**src/sv/fstc_pkg.sv**
```systemverilog
// ----------------------------------------------------------------------------
// fstc_pkg
// Shared constants and types for the flow-state two-level cache controller.
// ----------------------------------------------------------------------------
package fstc_pkg;

	localparam int FLOW_W    = 24;
	localparam int WAYS      = 16;
	localparam int WAY_W     = $clog2(WAYS);
	localparam int SLOTS_DEF = 512;
	localparam int QDEPTH    = 4;
	localparam int QPTR_W    = $clog2(QDEPTH);
	localparam int QCNT_W    = $clog2(QDEPTH + 1);

	localparam logic [31:0] SENTINEL = 32'hFFFF_FFFF;

	typedef enum logic [1:0] {
		SRC_NONE    = 2'd0,
		SRC_SWAP    = 2'd1,
		SRC_VICTIM  = 2'd2,
		SRC_BACKING = 2'd3
	} fetch_src_t;

	// Classified request handed from the lookup front to the victim-level back.
	typedef struct packed {
		logic [FLOW_W-1:0] fid;
		logic              hit;
		logic [WAY_W-1:0]  way;
		logic              ev_valid;
		logic [FLOW_W-1:0] ev_id;
	} cmd_t;

endpackage

```
**src/sv/fstc_front.sv**
```systemverilog
// ----------------------------------------------------------------------------
// fstc_front
// Associative first level: tag lookup, LRU victim choice and way update.
// ----------------------------------------------------------------------------
module fstc_front
	import fstc_pkg::*;
(
	input  logic              clk,
	input  logic              arst_n,
	input  logic              accept,
	input  logic [FLOW_W-1:0] flow_id,
	output logic              pending,
	output logic              push,
	output cmd_t              cmd
);

	logic              valid_s1;
	logic [FLOW_W-1:0] fid_s1;
	logic [FLOW_W-1:0] tags_q [WAYS];
	logic              valid_q [WAYS];
	logic [WAY_W-1:0]  age_q [WAYS];

	logic              hit;
	logic              ev_valid;
	logic [WAY_W-1:0]  hit_way;
	logic [WAY_W-1:0]  vic_way;
	logic [WAY_W-1:0]  way_sel;

	function automatic logic [FLOW_W-1:0] sentinel_tag(input int unsigned idx);
		logic [31:0] t;
		t = SENTINEL - 32'(idx);
		return t[FLOW_W-1:0];
	endfunction

	// Ages always form a permutation, so the oldest way is the one at the top age.
	always_comb begin
		hit     = 1'b0;
		hit_way = '0;
		vic_way = '0;
		for (int i = WAYS - 1; i >= 0; i--) begin
			if (valid_q[i] && (tags_q[i] == fid_s1)) begin
				hit     = 1'b1;
				hit_way = WAY_W'(i);
			end
			if (age_q[i] == WAY_W'(WAYS - 1)) begin
				vic_way = WAY_W'(i);
			end
		end
		way_sel      = hit ? hit_way : vic_way;
		ev_valid     = !hit && valid_q[vic_way];
		cmd.fid      = fid_s1;
		cmd.hit      = hit;
		cmd.way      = way_sel;
		cmd.ev_valid = ev_valid;
		cmd.ev_id    = ev_valid ? tags_q[vic_way] : '0;
	end

	assign pending = valid_s1;
	assign push    = valid_s1;

	always_ff @(posedge clk or negedge arst_n) begin
		if (!arst_n) begin
			valid_s1 <= 1'b0;
			for (int i = 0; i < WAYS; i++) begin
				tags_q[i]  <= sentinel_tag(i);
				valid_q[i] <= 1'b0;
				age_q[i]   <= WAY_W'(i);
			end
		end else begin
			valid_s1 <= accept && (flow_id != '0);
			if (valid_s1) begin
				tags_q[way_sel]  <= fid_s1;
				valid_q[way_sel] <= 1'b1;
				for (int i = 0; i < WAYS; i++) begin
					if (WAY_W'(i) == way_sel) begin
						age_q[i] <= '0;
					end else if (age_q[i] < age_q[way_sel]) begin
						age_q[i] <= age_q[i] + 1'b1;
					end
				end
			end
		end
	end

	always_ff @(posedge clk) begin
		if (accept) begin
			fid_s1 <= flow_id;
		end
	end

endmodule

```
**config.mk**
```make
export PLATFORM = sky130hd
export DESIGN_NAME = fstc_front
export DESIGN_NICKNAME = d
export VERILOG_FILES = /design/src/sv/fstc_pkg.sv /design/src/sv/fstc_front.sv
export SDC_FILE = /design/constraint.sdc
export NUM_CORES = 2
export LEC_CHECK = 0
export ABC_CLOCK_PERIOD_IN_PS = 5900
export BUFFER_PORTS_ARGS = -buffer_cell sky130_fd_sc_hd__buf_2
export CAP_MARGIN = 20
export CORE_AREA = 10 10 278 280
export DETAILED_ROUTE_END_ITERATION = 12
export DIE_AREA = 0 0 288 290
export GPL_ROUTABILITY_DRIVEN = 1
export HOLD_SLACK_MARGIN = 0.06
export PLACE_DENSITY = 0.67
export SLEW_MARGIN = 40
export SYNTH_ARGS = -nofsm -noshare
export SYNTH_HDL_FRONTEND = slang
export SYNTH_SLANG_ARGS = --single-unit
```
**constraint.sdc**
```tcl
create_clock -name clk -period 5.9 [get_ports clk]
set_input_delay 1.77 -clock clk [delete_from_list [all_inputs] [get_ports clk]]
set_output_delay 1.77 -clock clk [all_outputs]
set_load 0.03 [all_outputs]
```
Yosys cells after proc, flatten, opt, wreduce, memory -nomap -nowiden
Index checks and enable logic that the tools add are counted.

word-level totals
  bits in registers = 489
  output and inout port bits = 56
  logic and storage cells = 285

cells by class
  add/subtract/negate cells = 16
  magnitude comparators = 19
  eq/ne operators = 47
  muxes and demuxes = 96
  bitwise gates (word level) = 3
  reduce and logical (&&, ||, !) cells = 54

operators by type and width
  operator             count
  $bwmux 384           1
  $eq 24x24->1         16
  $mux 4               67
  $bmux 24 s4          1
  $demux 24 s4         1
  $mux 24              4
  $add 4x1->4 const B  16
  $eq 4x4->1 const B   16
  $lt 4x4->1           16
  $eq 4x4->1 const A   8
  $reduce_and 2->1     16
  $reduce_bool 2->1    16
  $reduce_bool 24->1   1
  $logic_and 1x1->1    19
  $mux 1               19
  $bmux 4 s4           1
  $eq 3x4->1 const A   4
  $or 16x16->16        1
  $ge 5x5->1 const B   2
  $not 4->5            2
  $eq 2x4->1 const A   2
  $lt 5x1->1 const B   1
  $bmux 1 s4           1
  $demux 1 s4          1
  3 further kinds      3

Longest topological paths before layout
  depth after elaboration = 26
  depth in mapped cells = 27
  mapped depth without buffers = 23

Worst setup path after synthesis
Ideal clock, no wire load.

  path type = reg-to-reg
  start point = register fid_s1[19]
  end point = register age_q[34] (netlist name)
  library setup time = 0.064 ns
  arrival time = 6.594 ns
  data required time = 5.836 ns
  setup slack = -0.758 ns
  stages on the path, launching flop included = 24
  buffers on the path = 4
  clock period less this slack = 6.658 ns
  path through = edfxtp_1 buf_2 buf_2 buf_2 xnor2_1 nand4_1 nor4_1 nand4_1 a311oi_1 o2111ai_2 o211a_1 inv_2 buf_1 mux2_2 a21oi_1 o21ai_0 o21ai_0 ha_1 a21o_1 a211o_1 a31o_2 o31a_1 or4_1 nand3_1

RTL lines
  what                             line              source
  from (decl)                      fstc_front.sv:18  logic [FLOW_W-1:0] fid_s1;
  from (signal assigned)           fstc_front.sv:87  fid_s1 <= flow_id;
  to (signal, indexed assignment)  fstc_front.sv:67  age_q[i] <= WAY_W'(i);
  to (signal, indexed assignment)  fstc_front.sv:78  age_q[i] <= age_q[i] + 1'b1;
  to (decl)                        fstc_front.sv:21  logic [WAY_W-1:0] age_q [WAYS];

==> out/results.ini <==
[outcome]
outcome=finished with violations
violations=negative setup slack

[critical_path]
timing.critical_path.arrival_ns=4.20
critical_path.startpoint_type=flip-flop
path_class=flip-flop to primary output
rr_startpoint=fid_s1[9]
critical_path.startpoint=age_q[8]
setup.worst_path.end_class=primary output
reg2reg_depth=23
worst_ep_required_time_ns=4.13
r2r_slack_ns=0.18
path_max_fanout=7

[timing]
finalHoldViolations=0
fin_crit_sh_pct=101
unrepaired_setup_endpoints_after_global_routing=yes
clock-skew-final_ns=0.0298
finalHoldWorstSlack_ns=0.497
fmaxAchievable_mhz=168
transition_time_at_the_pin_with_the_least_slew_margin_ns=0.875
setup_viol=15
final.setup.worst_slack_ns=-0.0670
timing.slew.headroom_pct=41.3
finalWorstPathRequiredPeriod_ns=5.97
timing.final.max_slew_violations=0

[floorplanning]
placeableCoreArea_mm2=0.0714
dieHeight_um=290
die_area_mm2=0.0835
placementRows=98
die_x_um=288
floorplan.io_pins=83
starting_density_pct=43.9

[cells_and_area]
areaGrowthSynthToFinish_pct=21.1
final_cells=4371
ratio_of_cells_with_drive_above_1_in_the_final_layout_pct=40.9
final_nets=3463
antenna-diode-count=0

[flow_run]
max_cap_violation_count=0

[place]
pre_cts_slack_ns=-0.322
placement.io_buffers=82
place.gp.congestion=0.991
placed_cells_incl_taps=4147
post-dp-hpwl_mm=78.8

[power_and_ir_drop]
p_sw_mw=2.29
static-leakage-power_nw=15.3
report.power.total_mw=8.29
power-per-cell-area_mw_per_mm2=219
power.share.clock_pct=44.2
p_int_mw=6.00
pwr-share-comb_pct=13.7
sw_frac_of_total_pct=27.6
power.ir.vdd_worst_mv=0.169
power_frac_seq_pct=42.0

[routing]
ant_nets=0
route.detailed.drc=0
viasPerCell=6.23
average_wire_length_per_cell_after_detail_routing_um=26.3
route.vias.total=27228
drt_pre_antenna_iters=6
drt_iter0_markers=3639
routed_wl_mm=115

[synthesis]
synth-seq-area-share_pct=41.0
synthCells=3163
ys.flop_type=sky130_fd_sc_hd__dfstp_2
ys_ff_latch=489
postSynthAreaPerCell_um2=9.90
yosys.cell_types.count=77
synth_nets=3254
synth-edff-count=24
synthesized_cell_area_mm2=0.0313
synth_async_sr_flop_share_pct=95.1
warning_count_from_the_yosys_run=0

[global_route]
global_route.overflow_total=0
grt_pass1_vias=25152
global_route.usage.total_pct=25.7
grt_start_max_net_pins=97
grt_pass1_wl_mm=166
antenna_found_initial=0

[clock_tree]
cts_buffer_depth=3
cts_buffers=57
h-tree-depth=2
clk_latency_ns=0.64
clk_sinks=489
tritoncts=yes
clk_transition_reported_paths_ns=0.06
ctsRootBufferMaster=sky130_fd_sc_hd__clkbuf_16

[worst_hold_path]
timing.hold.worst.start=valid_q[11]
depth_of_the_worst_hold_timing_path=1
hold_path_class=flip-flop to flip-flop

[repair_timing]
action / CTS / global route
pin swaps: 13 / 28
gates cloned: 5 / 8
endpoints found under the setup margin: 27 / 49
hold endpoints to repair: 0 / 0
setup buffers: 44 / 59
hold buffers: 0 / 0
resized for setup: 93 / 124
[cell families (layout without fill, tap and decap cells)]
| family | count (synthesis) | in the layout | share of synthesized area (%) |
|---|---|---|---|
| flip-flops | 489 | 489 | 41.0 |
| AO/OA/AOI/OAI | 344 | 345 | 8.19 |
| XOR/XNOR | 385 | 385 | 10.8 |
| buffers and inverters | 271 | 528 | 3.66 |
| adder cells (fa/ha/maj) | 64 | 64 | 2.56 |
| AND/OR/NAND/NOR | 1194 | 1194 | 19.0 |
| multiplexers | 416 | 416 | 14.9 |
[registers in the layout, indices dropped and copies added (netlist names)]
name and cells:
age_q 64, pending 1, tags_q 384, fid_s1 24, valid_q 16
[power groups by stage]
| stage | clock (mW) | sequential (mW) | combinational, mW |
|---|---|---|---|
| 2_1_floorplan | 0 | 3.54 | 0.524 |
| 3_3_place_gp | 0 | 3.54 | 0.980 |
| 3_5_place_dp | 0 | 3.54 | 0.978 |
| 4_1_cts | 3.70 | 3.48 | 1.03 |
| 5_1_grt | 3.84 | 3.48 | 1.18 |
| 6_report | 3.67 | 3.48 | 1.14 |
[final timing paths]
check                              end
hold reg to reg            valid_q[11]
max in group asynchronous  tags_q[123]
setup / recovery               cmd[13]
hold / removal             valid_q[11]
setup reg to reg             age_q[34]
min in group asynchronous    age_q[51]
[routing by layer]
metal	track usage (%)	routed length (um)	vias to the layer above	share of wire [%]
met5	0	0	-	0
met4	10.9	5640	0	4.9
met3	4.91	11500	246	10
met2	37.6	50400	1521	44
met1	36.4	47400	13635	41
li1	-	-	11826	-
[cell usage after synthesis, types with 4 or more instances]
cell	count	area, um^2
sky130_fd_sc_hd__and2_1	5	31.3
sky130_fd_sc_hd__a211oi_1	18	135
sky130_fd_sc_hd__nor3_1	22	110
sky130_fd_sc_hd__clkbuf_1	142	533
sky130_fd_sc_hd__a211o_1	16	140
sky130_fd_sc_hd__nand3_1	152	761
sky130_fd_sc_hd__dfstp_2	384	10100
sky130_fd_sc_hd__o31ai_1	8	60.1
sky130_fd_sc_hd__buf_2	68	340
sky130_fd_sc_hd__a21oi_1	37	185
sky130_fd_sc_hd__a311o_1	8	80.1
sky130_fd_sc_hd__o21a_1	9	67.6
sky130_fd_sc_hd__ha_1	64	801
sky130_fd_sc_hd__nand4b_1	7	61.3
sky130_fd_sc_hd__or4_1	11	82.6
sky130_fd_sc_hd__o211ai_1	18	135
sky130_fd_sc_hd__dfrtp_1	81	2030
sky130_fd_sc_hd__inv_1	29	109
sky130_fd_sc_hd__o211a_1	4	40.0
sky130_fd_sc_hd__a311oi_1	102	893
sky130_fd_sc_hd__o311ai_0	4	35.0
sky130_fd_sc_hd__edfxtp_1	24	721
sky130_fd_sc_hd__nor4_1	74	463
sky130_fd_sc_hd__nor3b_1	26	195
sky130_fd_sc_hd__a21o_1	15	113
sky130_fd_sc_hd__or2_2	8	50.1
sky130_fd_sc_hd__buf_4	10	75.1
sky130_fd_sc_hd__mux2_2	391	4400
sky130_fd_sc_hd__o41ai_1	9	78.8
sky130_fd_sc_hd__nor4b_1	9	78.8
sky130_fd_sc_hd__xor2_1	165	1450
sky130_fd_sc_hd__nor2_1	69	259
sky130_fd_sc_hd__mux2i_1	25	250
sky130_fd_sc_hd__xnor2_1	220	1930
sky130_fd_sc_hd__nor2b_1	8	50.1
sky130_fd_sc_hd__nand4_1	120	751
sky130_fd_sc_hd__buf_1	19	71.3
sky130_fd_sc_hd__o21ai_0	67	335
sky130_fd_sc_hd__nand2b_1	25	156
sky130_fd_sc_hd__nand2_1	540	2030
sky130_fd_sc_hd__and3_1	84	526
sky130_fd_sc_hd__nand4bb_1	4	45.0
sky130_fd_sc_hd__and4_1	7	61.3
[critical path, stage by stage (launching register included)]
cell and delay (ns):
sky130_fd_sc_hd__dfstp_2 0.58, sky130_fd_sc_hd__ha_2 0.22, sky130_fd_sc_hd__nand3_2 0.14, sky130_fd_sc_hd__a21oi_2 0.16, sky130_fd_sc_hd__o21ai_1 0.10, sky130_fd_sc_hd__a31oi_2 0.32
sky130_fd_sc_hd__a21o_4 0.22, sky130_fd_sc_hd__buf_12 0.14, sky130_fd_sc_hd__nand2_1 0.05, sky130_fd_sc_hd__and3_4 0.19, sky130_fd_sc_hd__a311oi_2 0.25, sky130_fd_sc_hd__a311oi_2 0.11
sky130_fd_sc_hd__nor3_2 0.14, sky130_fd_sc_hd__buf_4 0.19, sky130_fd_sc_hd__buf_12 0.16, sky130_fd_sc_hd__nor3b_4 0.39, sky130_fd_sc_hd__buf_6 0.19
[layout by cell type (no fill, tap or decap), types with 34 or more instances in the layout]
cell and instances:
sky130_fd_sc_hd__nor2_1 67, sky130_fd_sc_hd__buf_4 250, sky130_fd_sc_hd__xor2_1 159, sky130_fd_sc_hd__nand2_1 537, sky130_fd_sc_hd__a311oi_1 78, sky130_fd_sc_hd__nor4_1 71
sky130_fd_sc_hd__mux2_2 391, sky130_fd_sc_hd__ha_1 56, sky130_fd_sc_hd__buf_2 56, sky130_fd_sc_hd__nand4_1 120, sky130_fd_sc_hd__xnor2_1 207, sky130_fd_sc_hd__and3_1 78
sky130_fd_sc_hd__buf_12 36, sky130_fd_sc_hd__clkbuf_16 66, sky130_fd_sc_hd__dfstp_2 384, sky130_fd_sc_hd__a21oi_1 34, sky130_fd_sc_hd__nand3_1 142, sky130_fd_sc_hd__dfrtp_1 72
sky130_fd_sc_hd__o21ai_0 61
[area by class of cell]
cell class                      instances  area, um^2
Fill cell                            6296       33400
Multi-Input combinational cell       2404       18200
Sequential cell                       489       12800
Timing Repair Buffer                  389        3610
Clock buffer                           95        1720
Tap cell                              950        1190
Clock inverter                         13         191
Inverter                               31         116
[metrics by stage]
step	TNS, ns	utilization (%)	cell area, um^2
after floorplan	0	-	31300
after global placement	-0.414	47.4	33800
after detailed placement	-0.597	47.4	33800
after CTS	-0.158	51.3	36600
after global routing	-1.32	53.1	37900
final	-0.351	53.1	37900
Note: power is estimated with default switching activity, not from simulation.
