**src/sv/fstc_pkg.sv**
```systemverilog
// ----------------------------------------------------------------------------
// fstc_pkg
// Shared constants and types for the flow-state two-level cache controller.
// ----------------------------------------------------------------------------
package fstc_pkg;

	localparam int FLOW_W    = 24;
	localparam int WAYS      = 16;
	localparam int WAY_W     = $clog2(WAYS);
	localparam int SLOTS_DEF = 512;
	localparam int QDEPTH    = 4;
	localparam int QPTR_W    = $clog2(QDEPTH);
	localparam int QCNT_W    = $clog2(QDEPTH + 1);

	localparam logic [31:0] SENTINEL = 32'hFFFF_FFFF;

	typedef enum logic [1:0] {
		SRC_NONE    = 2'd0,
		SRC_SWAP    = 2'd1,
		SRC_VICTIM  = 2'd2,
		SRC_BACKING = 2'd3
	} fetch_src_t;

	// Classified request handed from the lookup front to the victim-level back.
	typedef struct packed {
		logic [FLOW_W-1:0] fid;
		logic              hit;
		logic [WAY_W-1:0]  way;
		logic              ev_valid;
		logic [FLOW_W-1:0] ev_id;
	} cmd_t;

endpackage

```
**src/sv/fstc_queue.sv**
```systemverilog
// ----------------------------------------------------------------------------
// fstc_queue
// Small FIFO of classified requests between the front and the back.
// ----------------------------------------------------------------------------
module fstc_queue
	import fstc_pkg::*;
(
	input  logic              clk,
	input  logic              arst_n,
	input  logic              push,
	input  cmd_t              din,
	input  logic              pop,
	output cmd_t              dout,
	output logic              empty,
	output logic [QCNT_W-1:0] count
);

	cmd_t              entry_q [QDEPTH];
	logic [QPTR_W-1:0] wr_ptr_q;
	logic [QPTR_W-1:0] rd_ptr_q;
	logic [QCNT_W-1:0] count_q;

	assign dout  = entry_q[rd_ptr_q];
	assign empty = (count_q == '0);
	assign count = count_q;

	always_ff @(posedge clk or negedge arst_n) begin
		if (!arst_n) begin
			wr_ptr_q <= '0;
			rd_ptr_q <= '0;
			count_q  <= '0;
		end else begin
			if (push) begin
				wr_ptr_q <= (wr_ptr_q == QPTR_W'(QDEPTH - 1)) ? '0 : wr_ptr_q + 1'b1;
			end
			if (pop) begin
				rd_ptr_q <= (rd_ptr_q == QPTR_W'(QDEPTH - 1)) ? '0 : rd_ptr_q + 1'b1;
			end
			if (push && !pop) begin
				count_q <= count_q + 1'b1;
			end else if (pop && !push) begin
				count_q <= count_q - 1'b1;
			end
		end
	end

	always_ff @(posedge clk) begin
		if (push) begin
			entry_q[wr_ptr_q] <= din;
		end
	end

endmodule

```
**config.mk**
```make
export PLATFORM = sky130hd
export DESIGN_NAME = fstc_queue
export DESIGN_NICKNAME = d
export VERILOG_FILES = /design/src/sv/fstc_pkg.sv /design/src/sv/fstc_queue.sv
export SDC_FILE = /design/constraint.sdc
export NUM_CORES = 1
export LEC_CHECK = 0
export ABC_AREA = 1
export BUFFER_PORTS_ARGS = -buffer_cell sky130_fd_sc_hd__clkbuf_2
export CORE_ASPECT_RATIO = 0.9
export CORE_MARGIN = 2
export CORE_UTILIZATION = 31
export CTS_CLUSTER_SIZE = 30
export DETAILED_ROUTE_END_ITERATION = 12
export PLACE_DENSITY_LB_ADDON = 0.15
export SYNTH_ARGS = -nofsm -noshare
export SYNTH_HDL_FRONTEND = slang
export SYNTH_SLANG_ARGS = --single-unit
```
**constraint.sdc**
```tcl
create_clock -name clk -period 2.9 [get_ports clk]
set_input_delay 0.58 -clock clk [delete_from_list [all_inputs] [get_ports clk]]
set_output_delay 0.58 -clock clk [all_outputs]
set_load 0.02 [all_outputs]
```
## After elaboration in Yosys (flattened, before gate mapping)

Memories as Yosys holds them, arrays and structs flattened.
Index checks and enable logic that the tools add are counted.
Widths: inputs -> output; s select.

- Memories kept: 1
- Register bits: 7
- Latch bits: 0
- Output and inout bits: 58
- Bits in writable memories: 216
- Bits in read-only memories: 0
- Input port bits: 58
- Logic and storage cells: 22

Memories:

| memory | words | width | read ports | clocked after Yosys merged registers in | wr ports | RTL line | RTL |
|---|---|---|---|---|---|---|---|
| entry_q | 4 | 54 | 1 | 0 | 1 | fstc_queue.sv:18 | `cmd_t entry_q [QDEPTH];` |

- Add/subtract/negate cells: 4
- Order comparisons: 0
- Multiply operators: 0
- Div/mod/pow operators: 0
- Bitwise gates (word level): 0
- Equal/unequal tests: 2
- Reduce and logical (&&, ||, !) cells: 6
- Shift operators: 0
- Muxes and demuxes: 6

Operators with widths:

| kind | number |
|---|---|
| $mux 3 | 2 |
| $add 2x1->2 const B | 2 |
| $eq 2x2->1 const B | 2 |
| $mux 2 | 2 |
| $add 3x1->3 const B | 1 |
| $logic_not 3->1 | 1 |
| $sub 3x1->3 const B | 1 |
| $logic_and 1x1->1 | 2 |
| $logic_not 1->1 | 2 |
| $mux 1 | 2 |
| $reduce_bool 2->1 | 1 |

## Longest topological paths before layout

Gate-level depths: netlist of the first run.

- Depth in word-level cells: 4
- Depth in mapped cells: 9
- Depth with buffers taken out: 9

## Worst setup path after synthesis of the first run

OpenSTA, ideal clock, no wires.

- Path type: flip-flop to flip-flop
- Start: register wr_ptr_q[0]
- End: memory entry_q[0][0] (netlist name) (enable)
- Setup slack: 778 ps
- Arrival: 1713 ps
- Cell stages (with the launch flop): 5
- Setup time: 408 ps
- Data required time: 2492 ps
- Buffers on the path: 0
- Clock period less this slack: 2122 ps
- Cells stage by stage: dfrtp_1 -> inv_1 -> ha_1 -> nand2_1 -> inv_1

RTL lines:

| what | RTL line | RTL |
|---|---|---|
| start: declaration | fstc_queue.sv:19 | `logic [QPTR_W-1:0] wr_ptr_q;` |
| start signal: assignment | fstc_queue.sv:34 | `wr_ptr_q <= (wr_ptr_q == QPTR_W'(QDEPTH - 1)) ? '0 : wr_ptr_q + 1'b1;` |
| end: declaration | fstc_queue.sv:18 |  |

No word-level cell before the write port.

==> results by group, run 1 <==
Clock network
  – TritonCTS clock tree: done
  – Clk buf depth: 3
  – CTS Sinks: 223
  – Worst-path clk slew: 0.06 ns
  – H-tree depth: 1
  – Cts bufs inserted: 26
  – Root Driver: clkbuf_16
  – Worst-Skew Late Latency: 0.52 ns

Worst setup path
  – Worst setup EP type: primary output
  – Critical Path Start Type: flop
  – Worst path slowest cell: dfrtp_1
  – Most frequent cell on the critical path: nand2_1
  – Critical path cell sequence: inv_6 > buf_4 > nand2_1 > o211ai_2 > nand2_1 > clkbuf_2
  – Reg2Reg Depth: 5
  – Worst EP arrival: 2.11 ns
  – Worst-path fanout max: 59
  – Crit path kind: reg2out
  – FF-to-FF setup slack: 1.18 ns
  – Crit path largest cell delay: 0.43 ns
  – CP required: 2.32 ns

Synth
  – Sequential area share after synthesis: 0.720
  – Most common cell in the netlist: edfxtp_1
  – Post-Syn Area per Cell: 13.6 um^2
  – Synth Cell Area: 9250 um^2
  – Cell count after synthesis: 680
  – Post-synth EDFFs: 216
  – Largest area contributor in the netlist: edfxtp_1
  – Synth area leaders: edfxtp_1, nand2_1, o211ai_2
  – Syn nets: 745
  – Synthesis Warnings: 0
  – Yosys reg bits: 223
  – Post-synth ARST share: 0.0314
  – Post-synth top area share: 0.701
  – Yosys cell types: 21
  – Ys flop type: edfxtp_1
  – Post-synth top cells: edfxtp_1, nand2_1, inv_1, o211ai_1, o211ai_2

STA
  – Fmax: 0.372 GHz
  – RSZ-0062 raised after global routing: no
  – Clk_skew: 0.00661 ns
  – Fin. max-slew vios: 0
  – Hold Violations, Final: 0
  – Setup-failing EPs final: 0
  – Period utilisation layout: 0.927
  – Setup TNS: 0 ns
  – Slew HR: 0.643
  – Worst slew pin tran: 0.534 ns
  – Min Clock Period, post-route: 2.69 ns

GRT
  – Overall routing resource usage: 0.120
  – Routing usage on met1: 0.162
  – Met3 GRT Util: 0.0307
  – Vias in the first global route: 5099
  – First-pass GRT wire length: 28900 um
  – Met2 Usage GRT: 0.196
  – Busiest layer in global routing: met2
  – Grt total ovfl: 0
  – Largest net degree at the start of global routing: 60
  – Initial antenna violation count: 0

Finish
  – Final instance area: 11200 um^2
  – Layout cell share with drive strength beyond 1: 0.274
  – Area Growth Syn to Fin: 21.0%
  – Nets: 873
  – Filler cells: 2800
  – ANT cells: 0

Drt
  – Routed WL: 18700 um
  – Detailed Route Iter0 Violations: 246
  – ANT nets after route: 0
  – Drt drc: 0
  – Pre-Repair DR Iteration Count: 4
  – WL/cell: 15.3 um
  – Via Count: 5207
  – Avg Vias per Cell: 4.26

Pwr
  – P_leak: 4.57 nW
  – Pwr Density: 1020 nW/um^2
  – Max VDD drop: 0.428 mV

Floorplan
  – Core area: 29200 um^2
  – Die X: 186 um
  – Die Height: 168 um
  – Total Die Area: 31200 um^2
  – Std cell rows: 59
  – Initial Utilization: 0.317
  – IO Pins: 116

Run status
  – Status: complete, no violations

Placed design
  – RD Place Congestion: 0.669
  – PortBufs: 115
  – DP Area: 10300 um^2
  – Detailed Place HPWL: 10900 um

Min path
  – Hold crit path type: in2reg
  – Hold depth: 1

Job
  – MaxCap Viol Count: 0
## metrics by stage
| step | setup slack, ns | utilization | hold slack, ns | total power (W) | cells |
|---|---|---|---|---|---|
| after floorplan | 0.778 | - | 0.284 | 0.00709 | 680 |
| after global placement | 0.736 | 0.354 | 0.437 | 0.00839 | 1175 |
| after detailed placement | 0.726 | 0.354 | 0.436 | 0.00839 | 1175 |
| after CTS | 0.163 | 0.384 | 0.253 | 0.0116 | 1222 |
| after global routing | 0.0654 | 0.384 | 0.266 | 0.0121 | 1222 |
| final | 0.213 | 0.384 | 0.280 | 0.0114 | 1222 |
## registers in the layout, indices dropped and copies added (netlist names)
| signal | cells |
|---|---|
| count | 3 |
| entry_q | 216 |
| rd_ptr_q | 2 |
| wr_ptr_q | 2 |
## critical path, delay by kind of cell, from the launching register on
kind                   cells  cell delay (ns)
buffers and inverters      3             0.87
flip-flops                 1             0.43
AND/OR/NAND/NOR            2             0.18
AO/OA/AOI/OAI              1             0.06
## cell families (layout without fill, tap and decap cells)
kind of cell | count (synthesis) | count (layout) | share of synthesized area
buffers and inverters | 155 | 301 | 0.0779
flip-flops | 223 | 223 | 0.720
AO/OA/AOI/OAI | 112 | 112 | 0.116
AND/OR/NAND/NOR | 182 | 182 | 0.0744
adder cells (fa/ha/maj) | 7 | 7 | 0.0103
XOR/XNOR | 1 | 1 | 0.000947
## report_power, final
group | switching, W | leakage, nW | internal [W] | total (W)
sequential | 0.000157 | 2.07 | 0.00413 | 0.00429
combinational | 0.00267 | 2.09 | 0.00125 | 0.00392
clock | 0.00122 | 0.412 | 0.00198 | 0.00320
total | 0.00404 | 4.57 | 0.00737 | 0.0114
## what timing repair did
action | CTS | global route
hold buffers | 1 | 0
gates resized for setup | 0 | 0
setup buffers | 0 | 0
hold endpoints to repair | 7 | 0
## cells in the final DEF, fill, tap and decap left out
| master | instances |
|---|---|
| edfxtp_1 | 216 |
| nand2_1 | 177 |
| clkbuf_2 | 115 |
| inv_1 | 113 |
| o211ai_1 | 59 |
| o211ai_2 | 49 |
| clkbuf_16 | 27 |
| buf_12 | 11 |
| clkbuf_1 | 9 |
| buf_4 | 7 |
| inv_2 | 6 |
| ha_1 | 6 |
| dfrtp_1 | 6 |
| clkbuf_8 | 4 |
| o21ai_1 | 3 |
| inv_6 | 2 |
| nor2_1 | 2 |
| bufinv_16 | 2 |
| clkinv_1 | 2 |
| inv_4 | 1 |
| nor3_1 | 1 |
| xnor2_1 | 1 |
| o21ai_0 | 1 |
| nand3_1 | 1 |
| nand4_1 | 1 |
| fa_1 | 1 |
| clkinv_4 | 1 |
| dlygate4sd3_1 | 1 |
| dfrtp_2 | 1 |
## worst paths after layout
check	start	end
max reg2reg	wr_ptr_q[0]	entry_q[2][21]
max in group asynchronous	arst_n	rd_ptr_q[1]
max	rd_ptr_q[0]	dout[30]
min in group asynchronous	arst_n	rd_ptr_q[0]
min	din[33]	entry_q[3][33]
min reg2reg	count[2]	count[2]
## area by class of cell
class	instances	area, um^2	area share
tap	396	495	0.0443
clock buffer	40	764	0.0683
timing repair buffer	134	858	0.0767
inverter	121	462	0.0412
multi-input combinational	302	1870	0.167
sequential	223	6660	0.595
clock inverter	6	85.1	0.00760
## routing by layer
layer	wire, um	up-vias	share of wire
met5	0	-	0
met4	368	0	0.020
met3	1020	30	0.054
met2	8590	109	0.46
met1	8740	2436	0.47
li1	-	2632	-
Note: power is estimated with default switching activity, not from simulation.
==> run 2, diff against run 1 <==
Settings changed: ABC_CLOCK_PERIOD_IN_PS set to 2790.
Clock period 2.9 ns to 2.79 ns, I/O delays scaled along.
==> run 2 against run 1 <==
Effect of this change:
- clock power down 6.3%
- critical path depth unchanged
- non-clock buffer count is 4 lower
- register-to-register slack worse by 0.07 ns
- worst setup slack improved by 0.026 ns
- hold slack lost 0.020 ns
- first-iteration DRC count fell by 24%
- clock skew is 0.0039 ns higher
- core utilization decreased by 0.61 points
- clock-buffer cell count down 7
- sequential power up 4%
==> results by group, run 2 (synthesis gave the netlist of run 1 again) <==
Run status
  – Status: complete, no violations

Drt
  – Met3 routed WL: 1070 um (+5.5%)
  – Detail Route met2 WL: 8210 um (-4.4%)
  – Drt drc: 0 (unchanged)
  – Top layer used by detailed routing: met4
  – WL/cell: 15.0 um (-2.0%)
  – Met1 Wirelength: 8630 um (-1.2%)
  – Routed WL: 18300 um (-2.4%)
  – Detailed Route Iter0 Violations: 186 (-24%)
  – Pre-Repair DR Iteration Count: 4 (unchanged)
  – Avg Vias per Cell: 4.22 (-0.94%)
  – ANT nets after route: 0 (unchanged)
  – Via Count: 5137 (-1.3%)

Placed design
  – Pre-CTS setup slack: 0.786 ns (+0.0597 ns)
  – Detailed Place HPWL: 10600 um (-2.9%)
  – Placed insts: 1171 (-0.34%)
  – RD Place Congestion: 0.674 (+0.84%)
  – PortBufs: 115 (unchanged)

Worst setup path
  – Levels on crit path: 6 (unchanged)
  – Most frequent cell on the critical path: nand2_1
  – Worst setup EP type: primary output
  – Worst-path fanout max: 108 (+83%)
  – Crit path kind: reg2out
  – Worst setup path start: rd_ptr_q[0]
  – Worst path slowest cell: dfrtp_1
  – Crit path max-delay family: buffers and inverters
  – Critical path cell sequence: inv_6 > buf_12 > nand2_1 > o211ai_2 > nand2_1 > clkbuf_2
  – Critical Path Start Type: flop
  – Worst EP arrival: 1.99 ns (-0.12 ns)
  – Buf/Inv on CP: 3 (unchanged)
  – Reg2Reg Depth: 5 (unchanged)
  – CP required: 2.23 ns (-0.09 ns)
  – R2R Path Start: wr_ptr_q[0]
  – Crit path largest cell delay: 0.43 ns (about the same)

Clock network
  – Worst-path clk slew: 0.06 ns (about the same)
  – Cts bufs inserted: 25 (-3.8%)
  – Worst-Skew Late Latency: 0.51 ns (about the same)
  – TritonCTS clock tree: done
  – Root Driver: clkbuf_16
  – H-tree depth: 1 (unchanged)
  – Post-CTS Setup Inserts: 0 (unchanged)
  – CTS Sinks: 223 (unchanged)
  – Clk buf depth: 3 (unchanged)

Pwr
  – Pwr Density: 1040 nW/um^2 (+2.0%)
  – Max VDD drop: 0.494 mV (+15%)
  – P_leak: 4.49 nW (-1.7%)

STA
  – Slew HR: 0.641 (-0.00252)
  – Fmax: 0.392 GHz
  – Hold Violations, Final: 0 (unchanged)
  – Period utilisation layout: 0.914
  – Clk_skew: 0.0105 ns (+0.00390 ns)
  – Min Clock Period, post-route: 2.55 ns
  – RSZ-0062 raised after global routing: no
  – Setup TNS: 0 ns (unchanged)
  – Fin. max-slew vios: 0 (unchanged)
  – Worst slew pin tran: 0.539 ns (+0.00455 ns)
  – Setup ws final: 0.239 ns (+0.0261 ns)
  – Setup-failing EPs final: 0 (unchanged)

Floorplan
  – IO Pins: 116 (unchanged)
  – Initial Utilization: 0.317 (unchanged)
  – Core area: 29200 um^2 (unchanged)
  – Die X: 186 um (unchanged)
  – Die Height: 168 um (unchanged)
  – Std cell rows: 59 (unchanged)
  – Total Die Area: 31200 um^2 (unchanged)

GRT
  – Grt total ovfl: 0 (unchanged)
  – First-pass GRT wire length: 28500 um (-1.6%)
  – Largest net degree at the start of global routing: 109 (+82%)
  – Vias in the first global route: 4963 (-2.7%)
  – Initial antenna violation count: 0 (unchanged)
  – Overall routing resource usage: 0.117 (-0.00301)

Finish
  – Biggest register: entry_q
  – Final Non-Filler Cells: 1217 (-0.41%)
  – Commonest non-fill, non-tap cells in the layout: edfxtp_1, nand2_1, clkbuf_2
  – Register area: 6660 um^2 (unchanged)
  – Area Growth Syn to Fin: 19.1%
  – Filler cells: 2840 (+1.4%)
  – Nets: 868 (-0.57%)
  – ANT cells: 0 (unchanged)
  – Commonest non-fill, non-tap cell in the layout: edfxtp_1
  – Largest register FFs: 216 (unchanged)
  – Multi-input logic area: 1870 um^2 (unchanged)
  – Layout cell share with drive strength beyond 1: 0.266 (-0.00808)

Job
  – MaxCap Viol Count: 0 (unchanged)

Min path
  – Hold wc startpoint: din[31]
  – Hold depth: 1 (unchanged)
  – Hold crit path type: in2reg
[run 2: per-stage QoR]
step                 util  power (W)  hold slack [ns]  instance area, um^2
floorplan               -    0.00737            0.262                 9250
global placement    0.352    0.00865            0.414                10300
detailed placement  0.352    0.00865            0.416                10300
CTS                 0.378     0.0117            0.236                11000
global route        0.378     0.0122            0.243                11000
finish              0.378     0.0114            0.260                11000
[run 2: path summary, 6_finish.rpt]
check / slack [ns] / to
hold reg to reg: 0.54 / count[2]
max in group asynchronous: 2.18 / rd_ptr_q[1]
setup / recovery: 0.24 / dout[7]
hold / removal: 0.26 / entry_q[3][31]
setup reg to reg: 1.11 / entry_q[2][41]
min in group asynchronous: 0.42 / count[0]
[run 2: cell type report]
type	count	area share
multi-input cells	302	0.170
flip-flops and latches	223	0.605
inverters	121	0.0419
repair buffers	130	0.0718
clock inverters	12	0.00772
well taps	396	0.0450
clock buffers	33	0.0595
[run 2: layer usage]
| metal | up-vias | GRT usage |
|---|---|---|
| li1 | 2616 | - |
| met5 | - | 0 |
| met4 | 0 | 0.0270 |
| met1 | 2392 | 0.161 |
| met3 | 23 | 0.0311 |
| met2 | 106 | 0.186 |
[run 2: what timing repair did]
item / 4_1_cts / 5_1_grt
endpoints found under the hold margin: 7 / 0
setup endpoints to repair: 0 / 0
gates resized for setup: 0 / 0
hold buffers: 1 / 0
[run 2: power by group]
part           switching, W  internal [W]  leakage (nW)  total, W
registers          0.000161       0.00430          2.07   0.00446
logic               0.00275       0.00124          2.06   0.00400
clock network       0.00126       0.00174         0.362   0.00300
